===== src/hw/rtl/sols_pkg.sv =====
`default_nettype none
// ----------------------------------------------------------------------------
// sols_pkg
// Shared constants and types for the self-organising linear search table.
// ----------------------------------------------------------------------------
package sols_pkg;

   localparam int TABLE_DEPTH = 32;
   localparam int IDX_W       = $clog2(TABLE_DEPTH);
   localparam int CNT_W       = $clog2(TABLE_DEPTH + 1);

   localparam int VALUE_W     = 32;
   localparam int HIT_W       = 5;
   localparam int COUNT_W     = 6;

   localparam int RSP_FIELD_W = 1 + HIT_W + HIT_W + 1 + COUNT_W;
   localparam int RSP_DATA_W  = ((RSP_FIELD_W + 7) / 8) * 8;
   localparam int RSP_PAD_W   = RSP_DATA_W - RSP_FIELD_W;

   localparam logic CMD_APPEND = 1'b0;
   localparam logic CMD_SEARCH = 1'b1;

   localparam logic MODE_TRANSPOSE = 1'b0;
   localparam logic MODE_TO_FRONT  = 1'b1;

   typedef struct packed {
      logic               cmd;
      logic [VALUE_W-1:0] key;
      logic               mode;
   } sols_req_type;

   typedef struct packed {
      logic               found;
      logic [HIT_W-1:0]   hit_position;
      logic [HIT_W-1:0]   new_position;
      logic               table_full;
      logic [COUNT_W-1:0] entry_count;
   } sols_res_type;

endpackage
`default_nettype wire


===== src/hw/rtl/sols_engine.sv =====
`default_nettype none
// ----------------------------------------------------------------------------
// sols_engine
// Table memory and scan sequencer: one compare per cycle against the key,
// followed by a two-write swap on a hit below the head of the table.
// ----------------------------------------------------------------------------
module sols_engine (
   input  wire logic                  clock,
   input  wire logic                  reset,
   input  wire logic                  start,
   input  wire sols_pkg::sols_req_type req,
   output logic                       idle,
   output logic                       res_valid,
   input  wire logic                  res_ready,
   output sols_pkg::sols_res_type     res
);
   import sols_pkg::*;

   localparam logic [2:0] ST_IDLE   = 3'd0;
   localparam logic [2:0] ST_SCAN   = 3'd1;
   localparam logic [2:0] ST_SWAP_A = 3'd2;
   localparam logic [2:0] ST_SWAP_B = 3'd3;
   localparam logic [2:0] ST_DONE   = 3'd4;

   logic [VALUE_W-1:0] mem [TABLE_DEPTH];
   logic [VALUE_W-1:0] rd_data_ff;

   logic [2:0]         state_ff, state_in;
   logic [CNT_W-1:0]   count_ff, count_in;
   logic [VALUE_W-1:0] key_ff, key_in;
   logic               mode_ff, mode_in;
   logic [IDX_W-1:0]   cmp_idx_ff, cmp_idx_in;
   logic [IDX_W-1:0]   hit_ff, hit_in;
   logic [IDX_W-1:0]   dst_ff, dst_in;
   logic               found_ff, found_in;
   logic               full_ff, full_in;

   logic               wr_en;
   logic [IDX_W-1:0]   wr_addr;
   logic [VALUE_W-1:0] wr_data;
   logic [IDX_W-1:0]   rd_addr;

   logic               match;
   logic               last_entry;
   logic [IDX_W-1:0]   dst_calc;
   logic               table_is_full;

   assign match         = (rd_data_ff == key_ff);
   assign last_entry    = (CNT_W'(cmp_idx_ff) + CNT_W'(1)) == count_ff;
   assign dst_calc      = (mode_ff == MODE_TO_FRONT) ? '0 : cmp_idx_ff - IDX_W'(1);
   assign table_is_full = (count_ff == CNT_W'(TABLE_DEPTH));

   always_comb begin
      state_in   = state_ff;
      count_in   = count_ff;
      key_in     = key_ff;
      mode_in    = mode_ff;
      cmp_idx_in = cmp_idx_ff;
      hit_in     = hit_ff;
      dst_in     = dst_ff;
      found_in   = found_ff;
      full_in    = full_ff;
      wr_en      = 1'b0;
      wr_addr    = '0;
      wr_data    = key_ff;
      rd_addr    = '0;

      unique case (state_ff)
         ST_IDLE: begin
            if (start) begin
               key_in     = req.key;
               mode_in    = req.mode;
               cmp_idx_in = '0;
               hit_in     = '0;
               dst_in     = '0;
               found_in   = 1'b0;
               full_in    = 1'b0;
               if (req.cmd == CMD_APPEND) begin
                  state_in = ST_DONE;
                  if (table_is_full) begin
                     full_in = 1'b1;
                  end else begin
                     wr_en    = 1'b1;
                     wr_addr  = count_ff[IDX_W-1:0];
                     wr_data  = req.key;
                     count_in = count_ff + CNT_W'(1);
                  end
               end else if (count_ff == '0) begin
                  state_in = ST_DONE;
               end else begin
                  state_in = ST_SCAN;
               end
            end
         end
         ST_SCAN: begin
            // data for cmp_idx_ff arrives now; fetch the next entry alongside
            rd_addr = cmp_idx_ff + IDX_W'(1);
            if (match) begin
               found_in = 1'b1;
               hit_in   = cmp_idx_ff;
               if (cmp_idx_ff == '0) begin
                  state_in = ST_DONE;
               end else begin
                  dst_in   = dst_calc;
                  rd_addr  = dst_calc;
                  state_in = ST_SWAP_A;
               end
            end else if (last_entry) begin
               state_in = ST_DONE;
            end else begin
               cmp_idx_in = cmp_idx_ff + IDX_W'(1);
            end
         end
         ST_SWAP_A: begin
            // displaced entry drops into the hit slot
            wr_en    = 1'b1;
            wr_addr  = hit_ff;
            wr_data  = rd_data_ff;
            state_in = ST_SWAP_B;
         end
         ST_SWAP_B: begin
            wr_en    = 1'b1;
            wr_addr  = dst_ff;
            wr_data  = key_ff;
            state_in = ST_DONE;
         end
         ST_DONE: begin
            if (res_ready) begin
               state_in = ST_IDLE;
            end
         end
         default: begin
            state_in = ST_IDLE;
         end
      endcase
   end

   always_ff @(posedge clock) begin
      if (wr_en) begin
         mem[wr_addr] <= wr_data;
      end
      rd_data_ff <= mem[rd_addr];
   end

   always_ff @(posedge clock) begin
      if (reset) begin
         state_ff <= ST_IDLE;
         count_ff <= '0;
      end else begin
         state_ff <= state_in;
         count_ff <= count_in;
      end
   end

   always_ff @(posedge clock) begin
      key_ff     <= key_in;
      mode_ff    <= mode_in;
      cmp_idx_ff <= cmp_idx_in;
      hit_ff     <= hit_in;
      dst_ff     <= dst_in;
      found_ff   <= found_in;
      full_ff    <= full_in;
   end

   assign idle      = (state_ff == ST_IDLE);
   assign res_valid = (state_ff == ST_DONE);

   always_comb begin
      res.found        = found_ff;
      res.hit_position = HIT_W'(hit_ff);
      res.new_position = (found_ff && hit_ff != '0) ? HIT_W'(dst_ff) : HIT_W'(hit_ff);
      res.table_full   = full_ff;
      res.entry_count  = COUNT_W'(count_ff);
   end

endmodule
`default_nettype wire


===== src/hw/rtl/self_organizing_linear_search.sv =====
`default_nettype none
// ----------------------------------------------------------------------------
// self_organizing_linear_search
// Stream wrapper: request and response channels, mode register, result stage.
// ----------------------------------------------------------------------------
// Table of up to TABLE_DEPTH signed 32-bit values. A search compares one
// stored entry per cycle against the key, reading the table memory through
// its registered read port, and swaps the entry up when a hit lies below the
// head of the table. A new request is taken as soon as the sequencer is idle,
// while the previous result may still wait on rsp_.
// reorder_mode (csr_wdata) picks transposition (0) or swap with entry 0 (1);
// write it only while no request is in flight.
module self_organizing_linear_search (
   input  wire logic                                clock,
   input  wire logic                                reset,
   input  wire logic                                req_tvalid,
   output logic                                     req_tready,
   input  wire logic [sols_pkg::VALUE_W-1:0]        req_tdata,  // [31:0] value
   input  wire logic                                req_tuser,  // [0] cmd
   output logic                                     rsp_tvalid,
   input  wire logic                                rsp_tready,
   // [0] found, [5:1] hit_position, [10:6] new_position, [11] table_full,
   // [17:12] entry_count, [23:18] zero
   output logic [sols_pkg::RSP_DATA_W-1:0]          rsp_tdata,
   input  wire logic                                csr_valid,
   output logic                                     csr_ready,
   input  wire logic                                csr_wdata   // reorder_mode
);
   import sols_pkg::*;

   logic         mode_ff, mode_in;
   logic         rsp_valid_ff, rsp_valid_in;
   sols_res_type rsp_ff, rsp_in;

   logic         eng_idle;
   logic         eng_res_valid;
   logic         eng_res_ready;
   sols_res_type eng_res;
   sols_req_type eng_req;
   logic         req_take;

   assign csr_ready = 1'b1;
   assign mode_in   = (csr_valid && csr_ready) ? csr_wdata : mode_ff;

   assign req_tready = eng_idle;
   assign req_take   = req_tvalid && req_tready;

   always_comb begin
      eng_req.cmd  = req_tuser;
      eng_req.key  = req_tdata;
      eng_req.mode = mode_ff;
   end

   sols_engine u_engine (
      .clock     (clock),
      .reset     (reset),
      .start     (req_take),
      .req       (eng_req),
      .idle      (eng_idle),
      .res_valid (eng_res_valid),
      .res_ready (eng_res_ready),
      .res       (eng_res)
   );

   // result stage frees up in the same cycle its transaction completes
   assign eng_res_ready = !rsp_valid_ff || rsp_tready;

   always_comb begin
      rsp_valid_in = rsp_valid_ff;
      rsp_in       = rsp_ff;
      if (rsp_valid_ff && rsp_tready) begin
         rsp_valid_in = 1'b0;
      end
      if (eng_res_valid && eng_res_ready) begin
         rsp_valid_in = 1'b1;
         rsp_in       = eng_res;
      end
   end

   always_ff @(posedge clock) begin
      if (reset) begin
         mode_ff      <= MODE_TRANSPOSE;
         rsp_valid_ff <= 1'b0;
      end else begin
         mode_ff      <= mode_in;
         rsp_valid_ff <= rsp_valid_in;
      end
   end

   always_ff @(posedge clock) begin
      rsp_ff <= rsp_in;
   end

   assign rsp_tvalid = rsp_valid_ff;
   assign rsp_tdata  = {RSP_PAD_W'(0), rsp_ff.entry_count, rsp_ff.table_full,
                        rsp_ff.new_position, rsp_ff.hit_position, rsp_ff.found};

   // the sequencer is busy in the cycle after it takes a request
   a_busy_after_take: assert property (@(posedge clock) disable iff (reset)
      req_take |=> !req_tready)
      else $error("sequencer idle right after taking a request");

   // a miss or an append reports no positions
   a_miss_positions: assert property (@(posedge clock) disable iff (reset)
      (rsp_valid_ff && !rsp_ff.found) |->
      (rsp_ff.hit_position == '0 && rsp_ff.new_position == '0))
      else $error("positions reported without a hit");

   // a hit below the head always moves towards the head
   a_hit_moves_up: assert property (@(posedge clock) disable iff (reset)
      (rsp_valid_ff && rsp_ff.found && rsp_ff.hit_position != '0) |->
      (rsp_ff.new_position < rsp_ff.hit_position && !rsp_ff.table_full))
      else $error("hit entry not moved up");

   // table fill never exceeds its depth
   a_count_bound: assert property (@(posedge clock) disable iff (reset)
      rsp_valid_ff |-> (rsp_ff.entry_count <= COUNT_W'(TABLE_DEPTH)))
      else $error("entry count beyond table depth");

endmodule
`default_nettype wire


===== config.mk =====
export PLATFORM = sky130hd
export DESIGN_NAME = self_organizing_linear_search
export DESIGN_NICKNAME = d
export VERILOG_FILES = /design/src/hw/rtl/sols_pkg.sv /design/src/hw/rtl/sols_engine.sv /design/src/hw/rtl/self_organizing_linear_search.sv
export SDC_FILE = /design/constraint.sdc
export NUM_CORES = 1
export LEC_CHECK = 0
export ABC_AREA = 1
export BUFFER_PORTS_ARGS = -buffer_cell sky130_fd_sc_hd__buf_2
export CAP_MARGIN = 20
export CORE_ASPECT_RATIO = 1.5
export CORE_MARGIN = 4
export CORE_UTILIZATION = 45
export DETAILED_ROUTE_END_ITERATION = 7
export SYNTH_ARGS = -nofsm -noshare
export SYNTH_HDL_FRONTEND = slang
export SYNTH_SLANG_ARGS = --single-unit

===== constraint.sdc =====
create_clock -name clock -period 5.65 [get_ports clock]
set_input_delay 0 -clock clock [delete_from_list [all_inputs] [get_ports clock]]
set_output_delay 0 -clock clock [all_outputs]
set_load 0.02 [all_outputs]

# Word level (Yosys, flattened, before mapping)
# Memories as Yosys holds them, arrays and structs flattened. A register that Yosys moved wholly into a read port is not among the register bits.
# Index checks and enable logic that the tools add are counted.
[word_totals] regBits=79 elab_cells=98 memories=1 mem_bits_rw=1024
[op_classes] n_reduce_logical=19 add_sub_neg=4 n_eq_ne=14 n_bitwise=2 mux=42
[memory_table] name="u_engine.mem" depth=32 word_bits=32 read_ports=1 rd_clocked_by_memory_dff=1 write_ports=1 line_no="sols_engine.sv:25" source="logic [VALUE_W-1:0] mem [TABLE_DEPTH];"
[op_table] op="32-bit two-way mux" count=3
[op_table] op="5-bit two-way mux" count=14
[op_table] op="32-bit one-hot mux with 2 select lines" count=1
[op_table] op="32-bit equality test" count=1
[op_table] op="5-bit one-hot mux with 2 select lines" count=3
[op_table] op="3-bit two-way mux" count=7
[op_table] op="3-bit one-hot mux with 5 select lines" count=1
[op_table] op="5-bit one-hot mux with 3 select lines" count=1
[op_table] op="4-bit AND reduction" count=3
[op_table] op="1-bit two-way mux" count=10
[op_table] op="5-bit by 1-bit adder with 6-bit output, second input constant" count=1
[op_table] op="6-bit by 1-bit adder with 6-bit output, second input constant" count=1
[op_table] op="3-bit by 2-bit equality test with 1-bit output, second input constant" count=2
[op_table] op="6-bit equality test" count=1
[op_table] op="6-bit equality test, second input constant" count=1
[op_table] op="6-bit logical NOT" count=1
[op_table] op="2-bit by 1-bit inequality test with 1-bit output, second input constant" count=3
[op_table] op="2-bit inequality test, second input constant" count=3
[op_table] op="3-bit AND reduction" count=2
[op_table] op="5-bit by 1-bit adder with 5-bit output, second input constant" count=1
[op_table] op="5-bit logical NOT" count=1
[op_table] op="5-bit nonzero test" count=1
[op_table] op="5-bit by 1-bit subtractor with 5-bit output, second input constant" count=1
[op_table] op="1-bit logical AND" count=4
[op_table] op="other kinds (11)" count=14

# Depth between registers and ports, before layout
# Gate-level depths: netlist of the first run.
[depth] depth_word=7 ltp_mapped=21 mapped_depth_nobuf=17

# Cells and area by module
# A second synthesis of the first run with hierarchy kept.
[unflattened] hier_cells=4562 area_unflattened_um2=50267.0
[by_module_without_submodules] module="sols_engine" cells_per_inst=4522 instances=1 seq_area_each_um2=33071.7 area_per_inst_um2=49575.0
[by_module_without_submodules] module="self_organizing_linear_search" cells_per_inst=40 instances=1 seq_area_each_um2=580.6 area_per_inst_um2=691.9

# Worst setup path before layout of the first run
# No wires, ideal clock.
[synth_timing] path_type="register to register" startpoint="reg u_engine.state_ff[2]" endpoint="mem u_engine.mem[0][0], enable pin" path_stages_with_launch=12 path_slack_ns=1.241 setup_time_ns=0.461 arrival_time_ns=3.948 required_time_ns=5.189 synth_period_minus_slack_ns=4.409 path_cell_list="dfxtp_1 -> nor2_2 -> inv_2 -> nor2_2 -> nand2_2 -> nor2_2 -> inv_2 -> nor2_4 -> inv_2 -> a21oi_2 -> nor2_1 -> nor3_1"
[synth_via] elab_chain_cells=6 word_cells_on_any_way=11
[synth_lines] item="start: declaration" line_no="sols_engine.sv:28" source="logic [2:0] state_ff, state_in;"
[synth_lines] item="start signal: assignment" line_no="sols_engine.sv:150" source="state_ff <= state_in;"
[synth_lines] item="3-bit logical NOT *" line_no="sols_engine.sv:165" source="assign idle = (state_ff == ST_IDLE);"
[synth_lines] item="named net req_tready" line_no="self_organizing_linear_search.sv:17" source="output logic req_tready,"
[synth_lines] item="1-bit logical AND" line_no="self_organizing_linear_search.sv:46" source="assign req_take = req_tvalid && req_tready;"
[synth_lines] item="1-bit two-way mux" line_no="sols_engine.sv:70" source="if (start) begin"
[synth_lines] item="1-bit one-hot mux with 2 select lines" line_no="sols_engine.sv:68" source="unique case (state_ff)"
[synth_lines] item="1-bit two-way mux" line_no="sols_engine.sv:139" source="if (wr_en) begin"
[synth_lines] item="1-bit two-way mux (implied by the code)" line_no="sols_engine.sv:140" source="mem[wr_addr] <= wr_data;"
[synth_lines] item="end: declaration" line_no="sols_engine.sv:25"
# Mark *: on every way through the listed nets, which the timed path passes. The rest lies on a longest branch.

# Worst setup path in the final report of the first run
[layout_timing] startpoint="reg u_engine.state_ff[2]" endpoint="mem u_engine.mem[10][6], enable pin"
[layout_via] elab_chain_cells=6 word_cells_on_any_way=11
[layout_lines] item="3-bit logical NOT" line_no="sols_engine.sv:68, sols_engine.sv:165"
[layout_lines] item="1-bit logical AND" line_no="self_organizing_linear_search.sv:46"
[layout_lines] item="1-bit two-way mux" line_no="sols_engine.sv:70"
[layout_lines] item="1-bit one-hot mux with 2 select lines" line_no="sols_engine.sv:68"
[layout_lines] item="1-bit two-way mux" line_no="sols_engine.sv:139"
[layout_lines] item="1-bit two-way mux (implied by the code)" line_no="sols_engine.sv:140"
# Parallel ways exist; a longest one is shown, timed or not.

==> key figures, run 1 <==
Worst setup path
  – Worst EP arrival: 4.85 ns
  – Crit start category: flop
  – Critical path fanouts, max: 21
  – CP endpoint kind: flop
  – Critical setup path kind: reg -> reg
  – Worst Path Required: 5.98 ns

Final layout
  – Final core occ: 0.515
  – Finished Layout Cells: 6086
  – Area growth, synth to finish: 13.0%
  – Fillcell total: 9646
  – Design Area, Final: 56800 um2
  – Share of cells above drive strength 1: 0.0991
  – Post-layout net count: 4601

Synthesis
  – Post-synth EDFFs: 1092
  – Synthesized flop and latch total: 1135
  – Ys Warns: 0
  – Main synth FF type: edfxtp_1
  – Synth Cell Area: 50300 um2
  – Post-Syn Area per Cell: 11.1 um2
  – Post-synth ARST share: 0
  – Synth Instances: 4523
  – Seq/Total Area, Yosys: 0.670
  – Cell variety after synth: 36

Timing
  – Max Clock Skew: 0.0358 ns
  – Setup ws final: 1.13 ns
  – Min Clock Period, post-route: 4.52 ns
  – RSZ-0062 raised after global routing: no
  – F_max: 221 MHz
  – Period utilization: 0.800
  – Max-slew headroom at the worst pin: 0.253
  – Final Hold Vio Count: 0
  – Setup TNS: 0 ns
  – Slew Limit Fails: 0
  – Hold WS: 0.0755 ns
  – # setup viols final: 0
  – Tightest Pin Transition: 1.12 ns

Pwr
  – Sw Pwr: 4.67 mW
  – Sw frac: 0.240
  – Clock Power Share: 0.402
  – Power, Total: 19.5 mW
  – Comb pwr share: 0.095
  – Largest vdd supply drop: 0.253 mV
  – Leakage: 22.0 nW
  – Pint: 14.8 mW
  – Register share of total power: 0.504
  – Power Dens Cells: 343 nW/um2

Run status
  – Run status: finished with violations
  – Failing checks: design-rule violations

Clocking
  – CTS Hold Bufs: 41
  – CTS tree: yes
  – Root Buffer Master: clkbuf_16
  – Clock Latency Late Sink: 0.72 ns
  – Post-CTS sizing: 0
  – CTS buffer count: 105
  – Clock slew seen by the registers of the worst setup and hold paths: 0.07 ns
  – Clk buf depth: 3
  – CTS sink cnt: 1135
  – Setup Fix Bufs, Post-CTS: 0
  – H-tree levels: 3

Routing
  – # DRC: 4
  – Vias: 33625
  – Remaining antenna violation count: 0
  – Drt pass-1 iters: 8
  – Per-cell routed wire length: 23.8 um
  – Vias/cell: 5.52
  – Routed wire length: 145000 um
  – DR iter-0 viols: 3132

Die
  – Chip Height: 417 um
  – Die width: 281 um
  – Core Region: 110000 um2
  – Die area: 117000 um2
  – Num ports: 66
  – Placement row count: 149
  – Starting Density: 0.455

Min path
  – HP Class: in -> reg

Global route
  – Initial antenna violation count: 1
  – Global-route wire length before repair: 214000 um
  – GRT Overall Usage: 0.244
  – Vias in the first global route: 33112
  – Largest net degree at the start of global routing: 188
  – Total gr overflow: 0

Placement
  – Placed inst area: 52600 um2
  – Dpl ws: 1.55 ns
  – Port Buf Inserts: 58
  – GPL Wtd Cong: 0.864
  – Post-Place Cells: 5844
  – Hpwl dp: 79900 um

Flow run
  – Maxcap violations: 0
[power by group through the flow]
stage          sequential, mW  combinational (mW)  clock (mW)
3_3_place_gp             9.99                1.80           0
2_1_floorplan            9.99                1.07           0
4_1_cts                  9.82                1.85        7.94
3_5_place_dp             10.0                1.82           0
5_1_grt                  9.82                2.01        8.27
6_report                 9.82                1.84        7.83
[area by class of cell]
cell class	instances	area [um2]	area share
Antenna cell	1	2.50	0.0000441
Clock buffer	133	2850	0.0501
Clock inverter	67	968	0.0171
Inverter	598	2250	0.0396
Multi-Input combinational cell	2498	13400	0.235
Sequential cell	1135	33700	0.593
Tap cell	1434	1790	0.0316
Timing Repair Buffer	220	1910	0.0337
[final timing paths]
kind	from	end	slack [ns]	depth (start not counted)
setup / recovery	u_engine.state_ff[2]$_SDFFE_PP0P_	u_engine.mem[10][6]$_DFFE_PP_	1.13	15
hold / removal	req_tdata[0]	u_engine.key_ff[0]$_DFFE_PP_	0.08	2
setup reg to reg	u_engine.state_ff[2]$_SDFFE_PP0P_	u_engine.mem[10][6]$_DFFE_PP_	1.13	15
hold reg to reg	u_engine.full_ff$_SDFFCE_PP0P_	rsp_tdata[11]$_DFFE_PP_	0.42	0
[registers in the layout (all words and copies together) (netlist names), 3 cells and up]
name,count
u_engine.state_ff,3
u_engine.key_ff,32
u_engine.count_ff,6
u_engine.dst_ff,5
u_engine.cmp_idx_ff,5
rsp_tdata,18
u_engine.hit_ff,5
u_engine.rd_data_ff,32
u_engine.mem,1024
[cell usage in the layout, fill, tap and decap left out, drive strengths merged]
cell type       n
diode           1
a22oi           1
conb            7
xnor2          23
nand2         874
xor2            4
nor2           83
edfxtp       1092
bufinv         23
dfxtp          43
dlygate4sd3    41
buf           179
clkinv         38
nand4          15
ha              4
o221ai         32
clkbuf        133
o21ai          17
o31ai           3
clkinvlp        4
inv           600
nand3         962
nor4            2
nand3b        443
o22ai           4
nor3           10
a21oi          14
[critical path, cell delays in order, from the launching register on]
cell and delay (ns):
dfxtp_1 0.36, nor2_2 0.16, inv_2 0.09, nor2_2 0.15
nand2_2 0.12, nor2_2 0.16, dlygate4sd3_1 0.59, inv_2 0.05
nor2_4 0.35, inv_2 0.12, nor2_2 0.15, nor2_1 0.10
inv_1 0.09, nand2_1 0.43, nor2_4 0.62, buf_4 0.57
[cells in the mapped netlist (4+ instances only)]
master / count / area [um2]
edfxtp_1: 1092 / 32800
nand3_1: 962 / 4810
nand2_1: 871 / 3270
inv_1: 574 / 2150
nand3b_1: 443 / 3330
buf_2: 202 / 1010
nor2_1: 75 / 282
buf_4: 53 / 398
dfxtp_1: 43 / 861
o221ai_1: 32 / 280
clkbuf_1: 28 / 105
inv_2: 23 / 86.3
xnor2_1: 23 / 201
o21ai_0: 16 / 80.1
nand4_1: 15 / 93.8
a21oi_1: 13 / 65.1
buf_1: 8 / 30.0
nor3_1: 8 / 40.0
buf_6: 6 / 67.6
nor2_2: 6 / 37.5
ha_1: 4 / 50.1
o22ai_1: 4 / 25.0
xor2_1: 4 / 35.0
[per-layer routing]
| metal | share of wire | vias up | track usage |
|---|---|---|---|
| met1 | 0.38 | 16543 | 0.299 |
| met4 | 0.047 | 0 | 0.116 |
| met3 | 0.065 | 271 | 0.0302 |
| met2 | 0.51 | 1211 | 0.430 |
| met5 | 0 | - | 0 |
| li1 | - | 15600 | - |
[cell families after synthesis]
logic type,Yosys count,synth area share
simple gates,2389,0.238
other cells,2,0.000149
xor+xnor,27,0.00470
fa+ha+maj,4,0.000996
buf+inv,895,0.0767
flops,1135,0.670
compound gates,71,0.00983
Note: power is estimated with default switching activity, not from simulation.
==> run 2: changes to the inputs <==
- ABC_AREA: 1 -> 0
- clock period: 5.65 -> 4.31 ns (I/O delays scaled with it)
==> key figures, run 2 <==
Routing
  – Vias/cell: 6.07
  – Remaining antenna violation count: 0
  – Vias: 29408
  – Drt pass-1 iters: 8
  – DR iter-0 viols: 3361
  – # DRC: 0
  – Per-cell routed wire length: 26.7 um
  – Routed wire length: 130000 um

Synthesis
  – Post-synth EDFFs: 1092
  – Largest cells by area after synthesis: edfxtp_1 72%, nand2_1 4.8%, nand3_1 2.9%
  – Top cells by count, synth: 1092 x edfxtp_1, 577 x nand2_1, 261 x nand3_1
  – Post-Syn Area per Cell: 13.9 um2
  – Post-synth ARST share: 0
  – Ys Warns: 0
  – Top-count cell post-synth: edfxtp_1
  – Synth Instances: 3264
  – Main synth FF type: edfxtp_1
  – Leading area contributor after synthesis: edfxtp_1
  – Cell variety after synth: 63
  – Synth Cell Area: 45500 um2
  – Seq/Total Area, Yosys: 0.739
  – Top cell type's share of synthesized area: 0.720
  – Synthesized flop and latch total: 1135

Timing
  – Max Clock Skew: 0.0158 ns
  – Max-slew headroom at the worst pin: 0.250
  – Period utilization: 0.992
  – F_max: 234 MHz
  – Slew Limit Fails: 0
  – RSZ-0062 raised after global routing: no
  – Final Hold Vio Count: 0
  – Min Clock Period, post-route: 4.28 ns
  – Tightest Pin Transition: 1.12 ns
  – Setup ws final: 0.0326 ns
  – Hold WS: 0.0443 ns
  – # setup viols final: 0

Final layout
  – Fillcell total: 8125
  – Finished Layout Cells: 4847
  – Largest Register: u_engine.mem
  – Post-layout net count: 3509
  – Share of cells above drive strength 1: 0.165
  – N_diodes: 0
  – Top flop regs: u_engine.mem: 1024 flops, u_engine.key_ff: 32 flops, u_engine.rd_data_ff: 32 flops
  – Max reg flops: 1024
  – Flip-flop and latch area: 33700 um2
  – Area growth, synth to finish: 17.0%
  – Leading cell type in the layout, fill and taps excluded: edfxtp_1
  – Commonest non-fill, non-tap cells in the layout: 1092 x edfxtp_1, 575 x nand2_1, 260 x nand3_1
  – Multi-input gate area: 11300 um2

Min path
  – Worst Hold Depth: 2
  – Hold Path Origin: req_tdata[9]
  – HP Class: in -> reg
  – Hold Path Sink: u_engine.key_ff[9]$_DFFE_PP_

Worst setup path
  – Slowest stage cell, crit path: nor4_1
  – Critical path fanouts, max: 23
  – Critical path cell sequence: xor2_1, nor4_1, buf_4, and4_1, buf_4, a31oi_4, or2_2, nand2_1, buf_12, buf_4, o2111ai_1, nand4b_1, nor4_1
  – CP endpoint kind: flop
  – Crit Reg-Reg Endpoint: u_engine.rd_data_ff[16]$_DFF_P_
  – Crit start category: flop
  – Worst EP arrival: 4.82 ns
  – Reg2reg start: u_engine.key_ff[31]$_DFFE_PP_
  – Critical setup path kind: reg -> reg
  – Critical Path Start: u_engine.key_ff[31]$_DFFE_PP_
  – CP top delay family: simple AND/OR/NAND/NOR gates
  – CP peak stage delay: 0.60 ns
  – Worst path most repeated cell: buf_4
  – R2r setup slk: 0.03 ns
  – FF-to-FF path depth: 13
  – Worst path bufs/invs: 4
  – Worst Path Required: 4.85 ns

Placement
  – Post-Place Cells: 4620
  – Hpwl dp: 77600 um
  – Port Buf Inserts: 58
  – Dpl ws: -0.106 ns
  – GPL Wtd Cong: 0.865

Pwr
  – Largest vdd supply drop: 0.338 mV
  – Power, Total: 23.0 mW
  – Power Dens Cells: 432 nW/um2
  – Leakage: 17.6 nW

Global route
  – Largest net degree at the start of global routing: 94
  – GRT Overall Usage: 0.239
  – M2 GR Usage: 0.427
  – Initial antenna violation count: 1
  – Global-route wire length before repair: 188000 um
  – Total gr overflow: 0
  – Vias in the first global route: 29202
  – GR peak layer: met2
  – Grt met1 use: 0.292
  – Met3 Resource Use GR: 0.0312

Die
  – Chip Height: 398 um
  – Core Region: 100000 um2
  – Starting Density: 0.454
  – Num ports: 66
  – Die area: 106000 um2
  – Placement row count: 142
  – Die width: 268 um

Clocking
  – H-tree levels: 3
  – Clock slew seen by the registers of the worst setup and hold paths: 0.07 ns
  – CTS tree: yes
  – CTS buffer count: 99
  – CTS sink cnt: 1135
  – Root Buffer Master: clkbuf_16
  – Clock Latency Late Sink: 0.71 ns
  – Setup Fix Bufs, Post-CTS: 0
  – Clk buf depth: 3

Run status
  – Run status: finished, final reports clean

Flow run
  – Maxcap violations: 0
-- run 2: what timing repair did --
item,CTS,global route
gates resized for setup,1,0
hold endpoints to repair,523,0
hold buffers,41,0
endpoints found under the setup margin,1,0
-- run 2: cells by family after synthesis --
group                    synth area share
flip-flops                          0.739
AND/OR/NAND/NOR                     0.114
AO/OA/AOI/OAI                      0.0855
buffers and inverters              0.0260
multiplexers                       0.0253
XOR/XNOR                          0.00847
adder cells (fa/ha/maj)           0.00110
other                            0.000165
-- run 2: power breakdown --
group,leakage [nW],switching [mW],internal (mW)
logic,5.68,0.900,0.353
clock network,1.64,4.06,5.15
registers,10.3,0.101,12.5
total,17.6,5.07,18.0
-- run 2: cell type report --
class / instances / share of cell area
repair buffers: 333 / 0.0616
multi-input cells: 1885 / 0.212
well taps: 1296 / 0.0304
clock buffers: 121 / 0.0500
flip-flops and latches: 1135 / 0.632
inverters: 12 / 0.000845
clock inverters: 65 / 0.0136
-- run 2: per-stage QoR --
stage          setup TNS, ns  instance area (um2)   util
6_report                   0                53300  0.532
5_1_grt                    0                53300  0.532
4_1_cts                    0                53300  0.532
3_5_place_dp          -0.106                49500  0.494
3_3_place_gp          -0.161                49500  0.494
2_1_floorplan         -14.77                45500      -
-- run 2: worst max-delay path by stage --
stage                                      endpoint  slack (ns)  cells after the start
finish              u_engine.rd_data_ff[16]$_DFF_P_        0.03                     13
global route        u_engine.rd_data_ff[21]$_DFF_P_        0.02                     13
CTS                 u_engine.rd_data_ff[21]$_DFF_P_       0.003                     13
detailed placement  u_engine.rd_data_ff[21]$_DFF_P_       -0.11                     13
global placement    u_engine.rd_data_ff[21]$_DFF_P_       -0.16                     13
floorplan             u_engine.mem[11][0]$_DFFE_PP_       -0.06                     10
-- run 2: layer usage --
layer  share of wire  routed length, um
met5               0                  0
met2            0.52              66900
met4           0.042               5450
met3           0.065               8490
met1            0.38              48800
